$ cat config.mk
export PLATFORM = sky130hd
export DESIGN_NAME = bis_lane
export DESIGN_NICKNAME = d
export VERILOG_FILES = /design/src/sv/bis_pkg.sv /design/src/sv/bis_lane.sv
export SDC_FILE = /design/constraint.sdc
export NUM_CORES = 2
export LEC_CHECK = 0
export ABC_AREA = 1
export BUFFER_PORTS_ARGS = -buffer_cell sky130_fd_sc_hd__buf_4
export CAP_MARGIN = 20
export CORE_MARGIN = 1
export CORE_UTILIZATION = 65
export CTS_CLUSTER_DIAMETER = 150
export CTS_CLUSTER_SIZE = 16
export DETAILED_ROUTE_END_ITERATION = 8
export PLACE_DENSITY = 0.83
export SYNTH_ARGS = -nofsm -noshare
export SYNTH_HDL_FRONTEND = slang
export SYNTH_SLANG_ARGS = --single-unit
$ cat constraint.sdc
create_clock -name i_clk -period 7 [get_ports i_clk]
set_clock_uncertainty 0.1 [all_clocks]
set_input_delay 1.4 -clock i_clk [delete_from_list [all_inputs] [get_ports i_clk]]
set_output_delay 1.4 -clock i_clk [all_outputs]
set_load 0.01 [all_outputs]
$ cat src/sv/bis_pkg.sv
// Package with the shared constants, types and codes of the bilinear image scaler.
`default_nettype none
package bis_pkg;

    // Frame store geometry and fixed-point format.
    localparam int MAX_ROWS  = 256;
    localparam int MAX_COLS  = 256;
    localparam int FRAC_BITS = 16;

    localparam int ROW_AW  = $clog2(MAX_ROWS);
    localparam int COL_AW  = $clog2(MAX_COLS);
    localparam int IDX_AW  = (ROW_AW > COL_AW) ? ROW_AW : COL_AW;
    localparam int BANK_AW = (ROW_AW - 1) + (COL_AW - 1);
    localparam int BANK_DEPTH = 1 << BANK_AW;

    // Field widths of the item and result.
    localparam int IDX_W  = 8;
    localparam int CH_W   = 8;
    localparam int NUM_CH = 3;
    localparam int PIX_W  = CH_W * NUM_CH;
    localparam int STEP_W = 26;

    // Datapath widths.
    localparam int PROD_W = IDX_W + STEP_W;
    localparam int INT_W  = PROD_W - FRAC_BITS;
    localparam int WF_W   = FRAC_BITS + 1;
    localparam int W_W    = 2 * FRAC_BITS + 1;
    localparam int MUL_W  = CH_W + W_W;
    localparam int SUM_W  = MUL_W + 2;

    // Configuration port.
    localparam int CFG_IW = 2;
    localparam int CFG_DW = STEP_W;
    localparam logic [CFG_IW-1:0] CFG_MODE     = 2'd0;
    localparam logic [CFG_IW-1:0] CFG_ROW_STEP = 2'd1;
    localparam logic [CFG_IW-1:0] CFG_COL_STEP = 2'd2;
    localparam logic [STEP_W-1:0] STEP_RESET   = STEP_W'(1 << FRAC_BITS);

    // Operation codes.
    localparam logic OP_WRITE   = 1'b0;
    localparam logic OP_COMPUTE = 1'b1;

    // Split position of one axis: base neighbor, next neighbor, fraction.
    typedef struct packed {
        logic [IDX_AW-1:0]    lo;
        logic [IDX_AW-1:0]    hi;
        logic [FRAC_BITS-1:0] frac;
    } t_pos;

    // The four interpolation weights.
    typedef struct packed {
        logic [W_W-1:0] w00;
        logic [W_W-1:0] w10;
        logic [W_W-1:0] w01;
        logic [W_W-1:0] w11;
    } t_weights;

    // One channel of the four neighbors.
    typedef struct packed {
        logic [CH_W-1:0] p00;
        logic [CH_W-1:0] p10;
        logic [CH_W-1:0] p01;
        logic [CH_W-1:0] p11;
    } t_quad;

endpackage
`default_nettype wire

$ cat src/sv/bis_lane.sv
// Channel lane: weighted products of the four neighbors, then their truncated sum.
`default_nettype none
module bis_lane (
    input  wire logic                      i_clk,
    input  wire logic                      i_en,
    input  wire bis_pkg::t_quad            i_pix,
    input  wire bis_pkg::t_weights         i_w,
    output logic      [bis_pkg::CH_W-1:0]  o_value
);
    import bis_pkg::*;

    logic [MUL_W-1:0] r_m00, r_m10, r_m01, r_m11;
    logic [SUM_W-1:0] sum;
    logic [CH_W-1:0]  r_value;

    always_ff @(posedge i_clk) begin
        if (i_en) begin
            r_m00 <= MUL_W'(i_pix.p00) * MUL_W'(i_w.w00);
            r_m10 <= MUL_W'(i_pix.p10) * MUL_W'(i_w.w10);
            r_m01 <= MUL_W'(i_pix.p01) * MUL_W'(i_w.w01);
            r_m11 <= MUL_W'(i_pix.p11) * MUL_W'(i_w.w11);
        end
    end

    assign sum = SUM_W'(r_m00) + SUM_W'(r_m10) + SUM_W'(r_m01) + SUM_W'(r_m11);

    always_ff @(posedge i_clk) begin
        if (i_en) begin
            r_value <= sum[2*FRAC_BITS +: CH_W];
        end
    end

    assign o_value = r_value;

endmodule
`default_nettype wire

==> metrics.md <==
| Metric | Value |
|---|---|
| Cts bufs inserted | `17` |
| Die Y | `266 um` |
| Worst Path Required | `just over 7 ns` |
| Drt wl/cell | `approximately 16 um` |
| Achievable clock frequency | `between 150 and 200 MHz` |
| Number of warning messages in the yosys log | `0` |
| Crit-path slowest cell | `fa_1` |
| Clock transition at the registers of the reported paths | `~0.070 ns` |
| Yosys top cell area share | `a little over a third` |
| Worst path max stage delay | `around 0.52 ns` |
| Area grow syn2layout | `4.62%` |
| Gp weighted congestion | `a little under 1` |
| Later-pin clock latency in the skew report | `0.46 ns` |
| Combined global-route utilization of all metal layers | `roughly a third` |
| CTS resizes | `0` |
| Half-perimeter wire length after detailed placement | `97800 um` |
| Filler cell count | `slightly below 6000` |
| Number of standard cells after synthesis | `around 6300` |
| Maximum root-to-sink buffer count | `2` |
| Dpl cell area | `between 0.04 and 0.05 mm^2` |
| Reported max-cap violation count | `0` |
| 1st-pass router iterations | `7` |
| Final Hold Vio Count | `0` |
| Largest fanout on the critical path | `33` |
| Outcome | `finished, final reports clean` |
| Antenna diodes | `0` |
| Unrepaired setup endpoints after global routing | `no` |
| Transition at the pin with the smallest max-transition slack | `slightly above 0.9 ns` |
| Initial standard-cell utilization of the core | `approximately 66%` |
| Sum of negative setup slack | `0 ns` |
| Vias in the first global route | `38400` |
| Largest cells by area after synthesis | `fa_1 (36%), nand2_1 (16%), inv_1 (15%), edfxtp_1 (11%), ha_1 (7.5%)` |
| Post-CTS Hold Buffers | `0` |
| Count of nets after finishing | `approximately 7500` |
| Clock root buffer | `clkbuf_16` |
| Number of failing setup endpoints in the final timing report | `0` |
| Kind of path behind the tightest hold check | `flop to flop` |
| Max transition margin | `approximately two fifths` |
| Worst setup slack after placement | `between 1 and 1.5 ns` |
| Die ar. | `0.0710 mm^2` |
| Crit path kind | `input pin to flop` |
| IO buf count | `approximately 170` |
| Net count after synthesis | `7562` |
| Minimum period implied by the final worst setup slack | `~5.4 ns` |
| Global route overflow | `0` |
| Slew Limit Fails | `0` |
| Count of buffers added by post-CTS timing repair for setup | `0` |
| Crit path DAT | `~5.5 ns` |
| Number of sinks on the clock net | `168` |
| Final cycle utilization of the critical path | `77.6%` |
| Area of the multi-input gates | `between 0.03 and 0.04 mm^2` |
| Type of origin of the critical path | `input pin` |
| Dominant cell type by area after synthesis | `fa_1` |
| Clock tree from TritonCTS | `yes` |
| Proportion of layout cells with a drive suffix above 1 | `slightly above 5%` |
| Maximum number of pins on one net before global-route repair | `75` |
| Cells traversed along the worst timing path | `buf_4 -> nand2_1 -> inv_1 -> fa_1 -> fa_1 -> fa_1 -> inv_1 -> fa_1 -> inv_1 -> ha_1 -> nand2_1 -> nor2_2 -> inv_1 -> nor2_2 -> nand4_1 -> nand3_2 -> xor2_1` |
| Cell Area, Synth | `about 0.045 mm^2` |
| DRT antenna net count | `0` |
| Placeable core region | `between 0.06 and 0.07 mm^2` |
| Final standard cell area without fillers | `approximately 0.048 mm^2` |
| Smallest hold slack | `roughly 0.98 ns` |
| Distinct cell type count after synthesis | `34` |
| Die X-Extent | `~270 um` |
| Total area of sequential cells | `just over 0.005 mm^2` |
| Vias per cell | `slightly above 5` |
| Initial antenna violation count | `1` |
| Iter 0 DRT Violations | `2513` |
| Total wire length | `116000 um` |
| Critical Path Sink Type | `flop` |
| CTS HTree Levels | `4` |
| Global-route wire length before repair | `about 190000 um` |
| Post-synthesis area per instance | `7.21 um^2` |
| I/O pin cnt | `roughly 170` |
| Post-route setup slack | `between 1.5 and 2 ns` |
| Number of remaining DRC errors | `0` |
| Number of rows in the core area | `between 90 and 100` |
| Total of flip-flops plus latches after synthesis | `approximately 170` |
| Via Count | `37300` |
| Share of the yosys chip area belonging to registers | `11.1%` |
## per-stage QoR
step	cells	util, %
detailed placement	7152	68.1
floorplan	6306	-
global placement	7152	68.1
finish	7184	69.0
global route	7184	69.0
CTS	7184	69.0
## layer usage
layer / global-route usage [%] / vias to the layer above / share of wire [%]
met4: 8.70 / 2 / 2.4
met1: 44.6 / 18000 / 41
met2: 58.7 / 1208 / 49
met5: 0 / - / 0.017
met3: 5.90 / 223 / 7.1
li1: - / 17800 / -
## layout by cell type, fill, tap and decap left out, drive strengths merged, types with 25 or more instances in the layout
master,count
nand2,2001
inv,1868
fa,817
nor2,288
ha,273
a21oi,179
buf,175
edfxtp,168
nand3,156
o21ai,81
xor2,67
nor3,34
xnor2,32
nand4,25
## logic make-up after synthesis
| group | after synthesis | share of synthesized area [%] |
|---|---|---|
| adder cells (fa/ha/maj) | 1090 | 43.5 |
| XOR/XNOR | 99 | 1.91 |
| flip-flops | 168 | 11.1 |
| AO/OA/AOI/OAI | 313 | 3.80 |
| buffers and inverters | 2118 | 17.5 |
| AND/OR/NAND/NOR | 2518 | 22.2 |
## critical path, delay by kind of cell
kind / cells / cell delay (ns)
xor+xnor: 1 / 0.41
fa+ha+maj: 5 / 2.33
buf+inv: 5 / 0.63
simple gates: 6 / 0.76
## final timing paths
check | endpoint | cells after the start | startpoint | slack, ns
min reg2reg | o_value[7]$_DFFE_PP_ | 5 | r_m01[39]$_DFFE_PP_ | 0.98
max | r_m00[22]$_DFFE_PP_ | 17 | i_pix[28] | 1.57
max reg2reg | o_value[7]$_DFFE_PP_ | 10 | r_m00[15]$_DFFE_PP_ | 3.57
min | o_value[7]$_DFFE_PP_ | 5 | r_m01[39]$_DFFE_PP_ | 0.98
## sequential cells by signal, indices dropped and copies added, names as in the netlist
signal   flops
r_m01       40
r_m00       40
o_value      8
r_m10       40
r_m11       40
## final cells by class
type	count	area share, %
repair buffers	175	2.77
clock inverters	15	0.355
inverters	1858	14.7
multi-input cells	4020	68.3
well taps	931	2.45
flip-flops and latches	168	10.6
clock buffers	17	0.894
## cells in the mapped netlist, drive strengths merged
| cell type | instances |
|---|---|
| a21boi | 2 |
| a21o | 11 |
| a21oi | 179 |
| a31oi | 16 |
| buf | 8 |
| clkbuf | 252 |
| edfxtp | 168 |
| fa | 817 |
| ha | 273 |
| inv | 1858 |
| nand2 | 2001 |
| nand3 | 156 |
| nand3b | 12 |
| nand4 | 25 |
| nor2 | 288 |
| nor2b | 1 |
| nor3 | 34 |
| nor3b | 1 |
| o211ai | 1 |
| o21a | 7 |
| o21ai | 81 |
| o21bai | 16 |
| xnor2 | 32 |
| xor2 | 67 |
Power is not shown: default switching activity piles up to over one toggle a cycle in this logic, so the estimate is an artifact.
