## config.mk

```make
export PLATFORM = sky130hd
export DESIGN_NAME = bis_pos
export DESIGN_NICKNAME = d
export VERILOG_FILES = /design/src/sv/bis_pkg.sv /design/src/sv/bis_pos.sv
export SDC_FILE = /design/constraint.sdc
export NUM_CORES = 1
export LEC_CHECK = 0
export ABC_CLOCK_PERIOD_IN_PS = 7550
export BUFFER_PORTS_ARGS = -buffer_cell sky130_fd_sc_hd__buf_4
export CAP_MARGIN = 25
export CORE_UTILIZATION = 23
export CTS_CLUSTER_SIZE = 16
export DETAILED_ROUTE_END_ITERATION = 10
export GPL_ROUTABILITY_DRIVEN = 0
export HOLD_SLACK_MARGIN = 0.05
export PLACE_DENSITY = 0.46
export SETUP_SLACK_MARGIN = 0.4
export SLEW_MARGIN = 15
export SYNTH_ARGS = -nofsm -noshare
export SYNTH_HDL_FRONTEND = slang
export SYNTH_SLANG_ARGS = --single-unit
```

## constraint.sdc

```tcl
create_clock -name i_clk -period 7.55 [get_ports i_clk]
set_input_delay 1.51 -clock i_clk [delete_from_list [all_inputs] [get_ports i_clk]]
set_output_delay 1.51 -clock i_clk [all_outputs]
set_load 0.05 [all_outputs]
```

## src/sv/bis_pkg.sv

```systemverilog
// Package with the shared constants, types and codes of the bilinear image scaler.
`default_nettype none
package bis_pkg;

    // Frame store geometry and fixed-point format.
    localparam int MAX_ROWS  = 256;
    localparam int MAX_COLS  = 256;
    localparam int FRAC_BITS = 16;

    localparam int ROW_AW  = $clog2(MAX_ROWS);
    localparam int COL_AW  = $clog2(MAX_COLS);
    localparam int IDX_AW  = (ROW_AW > COL_AW) ? ROW_AW : COL_AW;
    localparam int BANK_AW = (ROW_AW - 1) + (COL_AW - 1);
    localparam int BANK_DEPTH = 1 << BANK_AW;

    // Field widths of the item and result.
    localparam int IDX_W  = 8;
    localparam int CH_W   = 8;
    localparam int NUM_CH = 3;
    localparam int PIX_W  = CH_W * NUM_CH;
    localparam int STEP_W = 26;

    // Datapath widths.
    localparam int PROD_W = IDX_W + STEP_W;
    localparam int INT_W  = PROD_W - FRAC_BITS;
    localparam int WF_W   = FRAC_BITS + 1;
    localparam int W_W    = 2 * FRAC_BITS + 1;
    localparam int MUL_W  = CH_W + W_W;
    localparam int SUM_W  = MUL_W + 2;

    // Configuration port.
    localparam int CFG_IW = 2;
    localparam int CFG_DW = STEP_W;
    localparam logic [CFG_IW-1:0] CFG_MODE     = 2'd0;
    localparam logic [CFG_IW-1:0] CFG_ROW_STEP = 2'd1;
    localparam logic [CFG_IW-1:0] CFG_COL_STEP = 2'd2;
    localparam logic [STEP_W-1:0] STEP_RESET   = STEP_W'(1 << FRAC_BITS);

    // Operation codes.
    localparam logic OP_WRITE   = 1'b0;
    localparam logic OP_COMPUTE = 1'b1;

    // Split position of one axis: base neighbor, next neighbor, fraction.
    typedef struct packed {
        logic [IDX_AW-1:0]    lo;
        logic [IDX_AW-1:0]    hi;
        logic [FRAC_BITS-1:0] frac;
    } t_pos;

    // The four interpolation weights.
    typedef struct packed {
        logic [W_W-1:0] w00;
        logic [W_W-1:0] w10;
        logic [W_W-1:0] w01;
        logic [W_W-1:0] w11;
    } t_weights;

    // One channel of the four neighbors.
    typedef struct packed {
        logic [CH_W-1:0] p00;
        logic [CH_W-1:0] p10;
        logic [CH_W-1:0] p01;
        logic [CH_W-1:0] p11;
    } t_quad;

endpackage
`default_nettype wire

```

## src/sv/bis_pos.sv

```systemverilog
// Position unit: scales one output coordinate and splits it into neighbors and fraction.
`default_nettype none
module bis_pos (
    input  wire logic                          i_clk,
    input  wire logic                          i_rst_n,
    input  wire logic                          i_en,
    input  wire logic [bis_pkg::IDX_W-1:0]     i_idx,
    input  wire logic [bis_pkg::STEP_W-1:0]    i_step,
    input  wire logic [bis_pkg::IDX_AW-1:0]    i_last,
    output bis_pkg::t_pos                      o_pos
);
    import bis_pkg::*;

    logic [PROD_W-1:0] r_prod;
    logic [PROD_W-1:0] n_prod;
    logic [INT_W-1:0]  int_part;
    logic [INT_W-1:0]  last_ext;
    logic [IDX_AW-1:0] lo;

    assign n_prod = PROD_W'(i_idx) * PROD_W'(i_step);

    always_ff @(posedge i_clk) begin
        if (!i_rst_n) begin
            r_prod <= '0;
        end else if (i_en) begin
            r_prod <= n_prod;
        end
    end

    // Both neighbors saturate at the last row or column; the fraction is kept.
    always_comb begin
        int_part = r_prod[PROD_W-1:FRAC_BITS];
        last_ext = INT_W'(i_last);
        lo = (int_part > last_ext) ? i_last : IDX_AW'(int_part);
        o_pos.lo   = lo;
        o_pos.hi   = (lo == i_last) ? lo : lo + IDX_AW'(1);
        o_pos.frac = r_prod[FRAC_BITS-1:0];
    end

    a_lo_in_range: assert property (@(posedge i_clk) disable iff (!i_rst_n)
        o_pos.lo <= i_last) else $error("base neighbor beyond the store");
    a_hi_in_range: assert property (@(posedge i_clk) disable iff (!i_rst_n)
        o_pos.hi <= i_last) else $error("next neighbor beyond the store");
    a_hi_adjacent: assert property (@(posedge i_clk) disable iff (!i_rst_n)
        (o_pos.hi == o_pos.lo) || (o_pos.hi == o_pos.lo + IDX_AW'(1)))
        else $error("neighbors are not adjacent");

endmodule
`default_nettype wire

```

==> flow_summary.yaml, run 1 <==
run_status:
  status: "finished clean"
logic_synthesis:
  syn_area_per_cell_um2: 8.53
  synth.distinct_cells: 55
  async_reset_ff_share_pct: 0
  seq_area_frac_synth_pct: 7.89
  synth_top_area_cell: "fa_1"
  synth_area_leaders: "fa_1 (33%), and2_1 (12%), ha_1 (9.1%)"
  synth_top_area_share_pct: 33.4
  synth_nets: 1264
  ys.flop_type: "dfxtp_1"
  synth_edf_count: 0
  synth-seq-cells: 34
  synth.cell_area_mm2: 0.00863
  synthCells: 1012
  ys.warnings.count: 0
timing:
  rsz0062_at_grt: "no"
  worst_pin_slew_ns: 0.540
  relSlewSlack_pct: 63.7
  setup_ws_ns: 1.44
  fmax_mhz: 164
  hold_viol: 0
  setup-tns-final_ns: 0
  setup_viol: 0
  fin_crit_sh_pct: 81.0
  min_period_ns: 6.11
  worst_clock_skew_ns: 0
  slew_violations: 0
pwr:
  swShare_pct: 54.7
  p_sw_mw: 1.72
  p_clk_share_pct: 6.6
  ir_drop_mv: 0.140
  internal_power_mw: 1.42
  seqPwrFrac_pct: 9.2
  p_leak_nw: 4.75
  p_total_mw: 3.14
  power_frac_comb_pct: 84.2
  pwr_density_cell_mw_per_mm2: 325
run:
  maxCapViolCount: 0
finish:
  top_regs: "r_prod (34)"
  final_cells: 1511
  nets: 1294
  largest_reg_flops: 34
  seq_area_um2: 681
  final_core_util_pct: 26.3
  diodes: 0
  multi_input_area_mm2: 0.00704
  num-fill-cells: 4022
  largest-register: "r_prod"
  area_growth_pct: 12.2
  drive_gt1_share_pct: 10.2
worst_setup_path:
  critPathArrivalTime_ns: 6.30
  required_ns: 7.73
  timing.critical_path.buf_inv: 3
  crit_type: "in2reg"
  worst_setup_path_start_kind: "primary input"
  slowest_stage: "fa_1"
  crit_path_frequent_cell: "fa_1"
  cp_max_fo: 26
  crit_path_max_incr_delay_ns: 0.56
  crit_chain: "buf_4 -> and2_1 -> fa_1 -> fa_1 -> fa_1 -> inv_1 -> fa_1 -> inv_1 -> ha_1 -> nand4_1 -> nor2_1 -> nor3_1 -> a21oi_4 -> a21oi_2 -> o21a_1 -> or3_1 -> a311oi_1"
  critPathTopFamily: "adder cells"
  crit_path_end_kind: "flip-flop"
route:
  first_pass_iters: 4
  wl_met2_um: 11900
  routed.top_layer: "met4"
  drtIter0Drc: 283
  ant_nets: 0
  wl_met1_um: 9340
  wl_met3_um: 788
  via_per_inst: 4.47
  routed_wl_um: 22200
  vias: 6761
  drc: 0
  wl_per_cell_um: 14.7
clocking:
  cts_buffers: 5
  hold_buffers: 0
  cts_setup_buffers: 0
  clkTransAtPathRegs_ns: 0.05
  cts-root-buf: "clkbuf_16"
  numClockSinks: 34
  clockBufferDepth: 2
  cts_resized: 0
  htree_levels: 2
  cts_tree: "built"
  insertion_delay_ns: 0.28
die:
  dieArea_mm2: 0.0383
  fp.dieH_um: 196
  core_area_mm2: 0.0368
  initial_core_util_pct: 23.5
  die_w_um: 196
  io_pins: 77
  rows: 70
placement:
  preCtsSetupSlack_ns: 1.14
  dp_hpwl_um: 18200
  placed_cells: 1503
  place.port_buffers: 76
min_path:
  hold_path_class: "reg2reg"
grt:
  grt.total_usage_pct: 12.4
  grt_pass1_vias: 7536
  grt_max_degree: 37
  grt_pass1_wl_um: 38200
  grt_overflow: 0
  antenna_found_initial: 0
## worst reg2reg max path: stages (launching register included)
cell and delay (ns):
dfxtp_1 0.36, o21ai_0 0.12, a2111oi_2 0.34
## synthesized netlist by cell type (3+ instances only)
master / n
o211ai_1: 4
o21ai_0: 16
a21o_1: 23
nor2b_1: 12
mux2i_1: 22
nand3_1: 19
nor4_1: 4
xnor2_1: 13
fa_1: 144
dfxtp_1: 34
nor3_1: 12
nand4_1: 9
and3_1: 3
buf_1: 5
xor2_1: 18
o22ai_1: 3
a211oi_1: 4
a31o_2: 3
o2111ai_1: 3
buf_4: 16
ha_1: 63
inv_1: 168
nand2_1: 78
nor2_1: 47
mux2_2: 11
or3_1: 5
a31oi_1: 5
clkbuf_1: 30
buf_2: 5
o21a_1: 3
and2_1: 164
a21oi_1: 34
nand2b_1: 3
## path summary, 6_finish.rpt
kind                   start         end  depth (start not counted)  slack (ns)
setup / recovery    i_idx[6]  r_prod[28]                         17        1.44
hold / removal     r_prod[0]   r_prod[0]                          2        0.47
setup reg to reg  r_prod[33]  r_prod[33]                          2        6.63
hold reg to reg    r_prod[0]   r_prod[0]                          2        0.47
## cell usage in the layout (no fill, tap or decap), types with 2 or more instances in the layout
cell type  instances
mux2_2            11
o21ai_0           16
nor2_1            47
nand3_1           19
xnor2_1           13
inv_1            168
nand2_1           78
ha_1              63
nor4_1             4
a31oi_1            5
clkbuf_16          5
a32oi_1            2
or3_1              5
a21o_1            23
nand2b_1           3
nor3b_1            2
or2_2              2
and3_1             3
o2111ai_1          3
o22ai_1            3
o21a_1             3
mux2i_1           22
and2_1           164
a31o_2             3
nand4_1            9
a311o_1            2
o211ai_1           4
a211o_1            2
nor2b_1           12
a211oi_1           4
nand4b_1           2
o31a_1             2
xor2_1            18
buf_4             79
a21oi_1           34
nor3_1            12
dfxtp_1           34
fa_1             144
## metrics by stage
stage,hold WS [ns],instance area (um2)
final,0.468,9680
after global routing,0.473,9680
after CTS,0.469,9680
after detailed placement,0.460,9530
after global placement,0.459,9530
after floorplan,0.441,8630
## power groups by stage
stage	clock (mW)	combinational (mW)	sequential, mW
final	0.208	2.65	0.288
after global routing	0.225	3.02	0.296
after CTS	0.216	2.71	0.290
after detailed placement	0	2.69	0.293
after global placement	0	2.70	0.292
after floorplan	0	2.08	0.267
## area by class of cell
type,instances,share of cell area (%)
Clock buffer,7,1.47
Clock inverter,1,0.0517
Inverter,168,6.51
Multi-Input combinational cell,754,72.8
Sequential cell,34,7.03
Tap cell,468,6.05
Timing Repair Buffer,79,6.13
## metal layers
metal	vias up	track usage, %
met1	3402	14.8
li1	3239	-
met2	108	24.0
met4	0	1.07
met5	-	0
met3	12	1.67
## logic make-up (layout without fill, tap and decap cells)
group	after synthesis	in the layout	share of synthesized area [%]
AOI/OAI and AO/OA	118	118	9.39
xor gates and xnor gates	31	31	3.15
adders and majority gates	207	207	42.5
buffers and inverters	224	255	10.5
DFF	34	34	7.89
muxes	33	33	3.99
and+or+nand+nor	365	365	22.5
(Power assumes the default switching activity.)
==> inputs of run 2 (changes only) <==
--- a/config.mk
+++ b/config.mk
@@ -5,7 +5,7 @@
 export SDC_FILE = /design/constraint.sdc
 export NUM_CORES = 1
 export LEC_CHECK = 0
-export ABC_CLOCK_PERIOD_IN_PS = 7550
+export ABC_CLOCK_PERIOD_IN_PS = 5100
 export BUFFER_PORTS_ARGS = -buffer_cell sky130_fd_sc_hd__buf_4
 export CAP_MARGIN = 25
 export CORE_UTILIZATION = 23
@@ -13,7 +13,7 @@
 export DETAILED_ROUTE_END_ITERATION = 10
 export GPL_ROUTABILITY_DRIVEN = 0
 export HOLD_SLACK_MARGIN = 0.05
-export PLACE_DENSITY = 0.46
+export PLACE_DENSITY = 0.47
 export SETUP_SLACK_MARGIN = 0.4
 export SLEW_MARGIN = 15
 export SYNTH_ARGS = -nofsm -noshare
==> constraint.sdc (replaced) <==
create_clock -name i_clk -period 5.1 [get_ports i_clk]
set_input_delay 1.02 -clock i_clk [delete_from_list [all_inputs] [get_ports i_clk]]
set_output_delay 1.02 -clock i_clk [all_outputs]
set_load 0.05 [all_outputs]
==> run 2 against run 1 <==
  * Register-to-register slack lost 2.5 ns
  * Global-route usage increased by 1.0 points
  * Worst hold slack improved by 0.0079 ns
  * First-iteration DRC count shrank 8.8%
  * Sequential share of layout area is 1.5 points lower
  * Combinational power rose to 2.5 times the previous value
  * Final cell count grew 11%
  * Final area up 27%
  * Critical path type unchanged
  * Critical endpoint unchanged
  * Clock power is 68% higher
  * Clock skew stayed put
  * Power increased by 140%
  * Count of clock-buffer cells in the layout down 1
==> flow_summary.yaml, run 2 (same netlist as run 1, synthesis figures left out) <==
timing:
  worst_pin_slew_ns: 0.770
  hold_viol: 0
  slew_violations: 0
  fmax_mhz: 200
  setup_viol: 0
  min_period_ns: 5.01
  setup_ws_ns: 0.0929
  fin_crit_sh_pct: 98.2
  hold_ws_ns: 0.476
  rsz0062_at_grt: "yes"
  worst_clock_skew_ns: 0
  relSlewSlack_pct: 48.2
clocking:
  htree_levels: 2
  cts_buffers: 5
  clkTransAtPathRegs_ns: 0.06
  cts-root-buf: "clkbuf_16"
  insertion_delay_ns: 0.28
  clockBufferDepth: 2
  cts_tree: "built"
  hold_buffers: 0
  numClockSinks: 34
min_path:
  hold_path_class: "reg2reg"
  worstHoldStart: "r_prod[0]"
grt:
  grt_overflow: 0
  antenna_found_initial: 0
  grt_pass1_wl_um: 41500
  grt.total_usage_pct: 13.4
  grt_pass1_vias: 8327
  grt_max_degree: 37
pwr:
  p_total_mw: 7.46
  pwr_density_cell_mw_per_mm2: 607
  p_leak_nw: 5.86
  ir_drop_mv: 0.367
finish:
  final_common_cell: "buf_4"
  top_regs: "r_prod (34)"
  nets: 1458
  largest-register: "r_prod"
  num-fill-cells: 3888
  area_growth_pct: 42.4
  largest_reg_flops: 34
  final_cell_mix: "buf_4 (192), inv_1 (145), fa_1 (134)"
  drive_gt1_share_pct: 36.9
worst_setup_path:
  cp_max_fo: 7
  crit_path_frequent_cell: "fa_1"
  slowest_stage: "fa_1"
  critPathArrivalTime_ns: 5.21
  regToRegStartpoint: "r_prod[33]"
  crit_type: "in2reg"
  critPathTopFamily: "adder cells"
  required_ns: 5.30
  timing.critical_path.buf_inv: 3
  crit_chain: "buf_6 -> and2_4 -> fa_1 -> fa_1 -> fa_1 -> inv_1 -> fa_1 -> inv_2 -> ha_4 -> nand4_1 -> a211o_1 -> a21oi_4 -> a21oi_2 -> o21a_1 -> or3_1 -> a311oi_2"
  startpoint: "i_step[10]"
  crit_path_end_kind: "flip-flop"
  worst_setup_path_start_kind: "primary input"
  crit_path_max_incr_delay_ns: 0.51
route:
  via_per_inst: 4.44
  vias: 7442
  drc: 0
  wl_per_cell_um: 14.6
  first_pass_iters: 4
  drtIter0Drc: 258
  routed_wl_um: 24500
  ant_nets: 0
placement:
  dp_hpwl_um: 19400
  preCtsSetupSlack_ns: -0.433
  place.port_buffers: 76
die:
  initial_core_util_pct: 23.5
  dieArea_mm2: 0.0383
  rows: 70
  io_pins: 77
  fp.dieH_um: 196
  die_w_um: 196
  core_area_mm2: 0.0368
run:
  maxCapViolCount: 0
run_status:
  status: "finished clean"
-- run 2: per-layer routing --
| metal | part of all wire [%] | wire [um] | up-vias | global-route usage, % |
|---|---|---|---|---|
| li1 | - | - | 3572 | - |
| met1 | 44 | 10900 | 3777 | 16.8 |
| met2 | 53 | 13000 | 82 | 25.5 |
| met3 | 2.0 | 491 | 11 | 1.15 |
| met4 | 0.60 | 148 | 0 | 1.33 |
| met5 | 0 | 0 | - | 0 |
-- run 2: final cells by class --
| class | instances | area, um2 | share of cell area (%) |
|---|---|---|---|
| multi-input combinational | 754 | 8010 | 65.2 |
| timing repair buffer | 243 | 2220 | 18.0 |
| sequential | 34 | 681 | 5.54 |
| inverter | 168 | 631 | 5.13 |
| tap | 468 | 586 | 4.76 |
| clock buffer | 6 | 129 | 1.05 |
| clock inverter | 2 | 37.5 | 0.305 |
| antenna | 1 | 2.50 | 0.0204 |
-- run 2: report_power, final --
part,switching (mW),leakage [nW],total (mW),internal (mW)
clock network,0.120,0.0771,0.350,0.231
logic,3.31,5.51,6.68,3.37
registers,0.0801,0.281,0.430,0.350
total,3.51,5.86,7.46,3.95
-- run 2: worst min-delay path, cell delays in order, from the launching register on --
cell	delay [ns]
dfxtp_1	0.31
nand2_1	0.06
a21oi_1	0.05
-- run 2: metrics by stage --
step	std cells	utilization [%]	setup TNS, ns	area, um2
after floorplan	1012	-	-0.0176	9200
after global placement	1627	29.6	-4.36	10900
after detailed placement	1627	29.6	-4.90	10900
after CTS	1663	32.2	0	11900
after global routing	1675	33.4	-0.329	12300
final	1676	33.4	0	12300
-- run 2: timing repair --
action | 4_1_cts | 5_1_grt
gates cloned | 3 | 3
buffers inserted | 25 | 9
setup endpoints to repair | 22 | 28
gates resized for setup | 117 | 80
pin swaps | 75 | 70
-- run 2: worst paths after layout --
kind         cells after the start  slack (ns)          to
max reg2reg                      2        4.18  r_prod[33]
max                             16        0.09  r_prod[28]
min reg2reg                      2        0.48   r_prod[0]
min                              2        0.48   r_prod[0]
==> inputs of run 3 (changes only) <==
--- a/config.mk
+++ b/config.mk
@@ -8,6 +8,7 @@
 export ABC_CLOCK_PERIOD_IN_PS = 5100
 export BUFFER_PORTS_ARGS = -buffer_cell sky130_fd_sc_hd__buf_4
 export CAP_MARGIN = 25
+export CORE_ASPECT_RATIO = 0.7
 export CORE_UTILIZATION = 23
 export CTS_CLUSTER_SIZE = 16
 export DETAILED_ROUTE_END_ITERATION = 10
==> run 3 against run 2 <==
  * Final cell count grew 0.18%
  * Via count shrank 1.6%
  * Largest power group unchanged
  * Maximum frequency shrank 2.4%
  * Power shrank 2.1%
  * The run now ends with design-rule violations, negative setup slack left
  * Register-to-register slack is essentially flat
==> flow_summary.yaml, run 3 (same netlist as run 1, synthesis figures left out) <==
worst_setup_path:
  required_ns: 5.30
  crit_path_end_kind: "flip-flop"
  crit_path_max_incr_delay_ns: 0.58
  critPathArrivalTime_ns: 5.33
  startpoint: "i_step[6]"
  crit_type: "in2reg"
  crit_chain: "buf_12 -> and2_4 -> fa_1 -> fa_1 -> fa_1 -> inv_1 -> fa_1 -> inv_2 -> ha_4 -> nand4_1 -> a211o_1 -> a21oi_4 -> a21oi_2 -> o21a_1 -> or3_1 -> a311oi_1"
  cp_max_fo: 7
  regToRegStartpoint: "r_prod[27]"
  slowest_stage: "fa_1"
  worst_setup_path_start_kind: "primary input"
  crit_path_frequent_cell: "fa_1"
finish:
  largest_reg_flops: 34
  nets: 1451
  largest-register: "r_prod"
  diodes: 0
  final_core_util_pct: 33.4
  drive_gt1_share_pct: 34.8
  final_cell_mix: "buf_4 (193), inv_1 (149), fa_1 (136)"
  final_common_cell: "buf_4"
  top_regs: "r_prod (34)"
  final_cells: 1679
  area_growth_pct: 40.8
route:
  drc: 13
  routed_wl_um: 24300
  first_pass_iters: 7
  via_per_inst: 4.36
  wl_per_cell_um: 14.5
  drtIter0Drc: 254
  ant_nets: 0
  vias: 7324
grt:
  grt_pass1_vias: 8017
  grt_overflow: 0
  antenna_found_initial: 0
  grt.total_usage_pct: 13.2
  grt_pass1_wl_um: 40600
  grt_max_degree: 37
timing:
  hold_viol: 0
  worst_pin_slew_ns: 0.779
  min_period_ns: 5.13
  setup_viol: 1
  hold_ws_ns: 0.474
  rsz0062_at_grt: "yes"
  slew_violations: 0
  fmax_mhz: 195
  setup-tns-final_ns: -0.0283
  relSlewSlack_pct: 48.0
  setup_ws_ns: -0.0283
  worst_clock_skew_ns: 0
  fin_crit_sh_pct: 101
die:
  initial_core_util_pct: 23.7
  fp.dieH_um: 164
  core_area_mm2: 0.0364
  die_w_um: 234
  io_pins: 77
  dieArea_mm2: 0.0383
  rows: 58
pwr:
  p_total_mw: 7.30
  pwr_density_cell_mw_per_mm2: 601
  p_leak_nw: 5.80
  ir_drop_mv: 0.326
clocking:
  clockBufferDepth: 2
  insertion_delay_ns: 0.28
  htree_levels: 2
  clkTransAtPathRegs_ns: 0.06
  numClockSinks: 34
  cts-root-buf: "clkbuf_16"
  cts_buffers: 5
  cts_tree: "built"
placement:
  place.port_buffers: 76
  placed_cells: 1650
  dp_hpwl_um: 19700
min_path:
  worstHoldStart: "r_prod[0]"
  hold_path_class: "reg2reg"
run_status:
  violations: "design-rule violations, negative setup slack"
  status: "finished with violations"
run:
  maxCapViolCount: 0
-- run 3: changes by cell type in the layout (fill, tap and decap cells not counted), sizes merged --
cell    before  now
buf        240  233
diode        1    0
bufinv       1    0
-- run 3: path summary, 6_finish.rpt --
| path | endpoint | slack, ns | cells after the start |
|---|---|---|---|
| hold / removal | r_prod[0] | 0.47 | 2 |
| hold reg to reg | r_prod[0] | 0.47 | 2 |
| setup reg to reg | r_prod[27] | 4.18 | 3 |
| setup / recovery | r_prod[28] | -0.03 | 16 |
-- run 3: cell type report --
class | count | area [um2]
Clock inverter | 1 | 7.51
Fill cell | 3824 | 24300
Sequential cell | 34 | 681
Tap cell | 480 | 601
Inverter | 168 | 631
Multi-Input combinational cell | 754 | 8000
Clock buffer | 6 | 129
Timing Repair Buffer | 236 | 2100
-- run 3: repair_timing --
item                                   in CTS  in global routing
setup buffers                              11                  6
pin swaps                                  64                 50
hold buffers                                0                  0
endpoints found under the hold margin       0                  0
setup endpoints to repair                  23                 26
resized for setup                         113                 61
gates cloned                                2                  3
-- run 3: where the power goes --
group,internal [mW],switching (mW)
Clock,0.178,0.112
Combinational,3.32,3.26
Sequential,0.350,0.0762
Total,3.85,3.45
-- run 3: critical path: cells and delay by family --
family | cells | cell delay, ns
AO/OA/AOI/OAI | 5 | 1.12
AND/OR/NAND/NOR | 3 | 0.68
buffers and inverters | 3 | 0.21
adder cells (fa/ha/maj) | 5 | 2.29
-- run 3: through the flow --
stage	worst slack, ns	cell area (um2)
floorplan	-0.0176	9200
global placement	-0.381	11000
detailed placement	-0.445	11000
CTS	0.00204	11800
global route	-0.145	12200
finish	-0.0283	12200
-- run 3: layer usage --
| layer | track usage, % | vias to the layer above | routed length [um] |
|---|---|---|---|
| li1 | - | 3548 | - |
| met1 | 18.3 | 3697 | 11800 |
| met2 | 23.2 | 77 | 11700 |
| met3 | 1.58 | 2 | 745 |
| met4 | 0.384 | 0 | 10 |
| met5 | 0 | - | 0 |
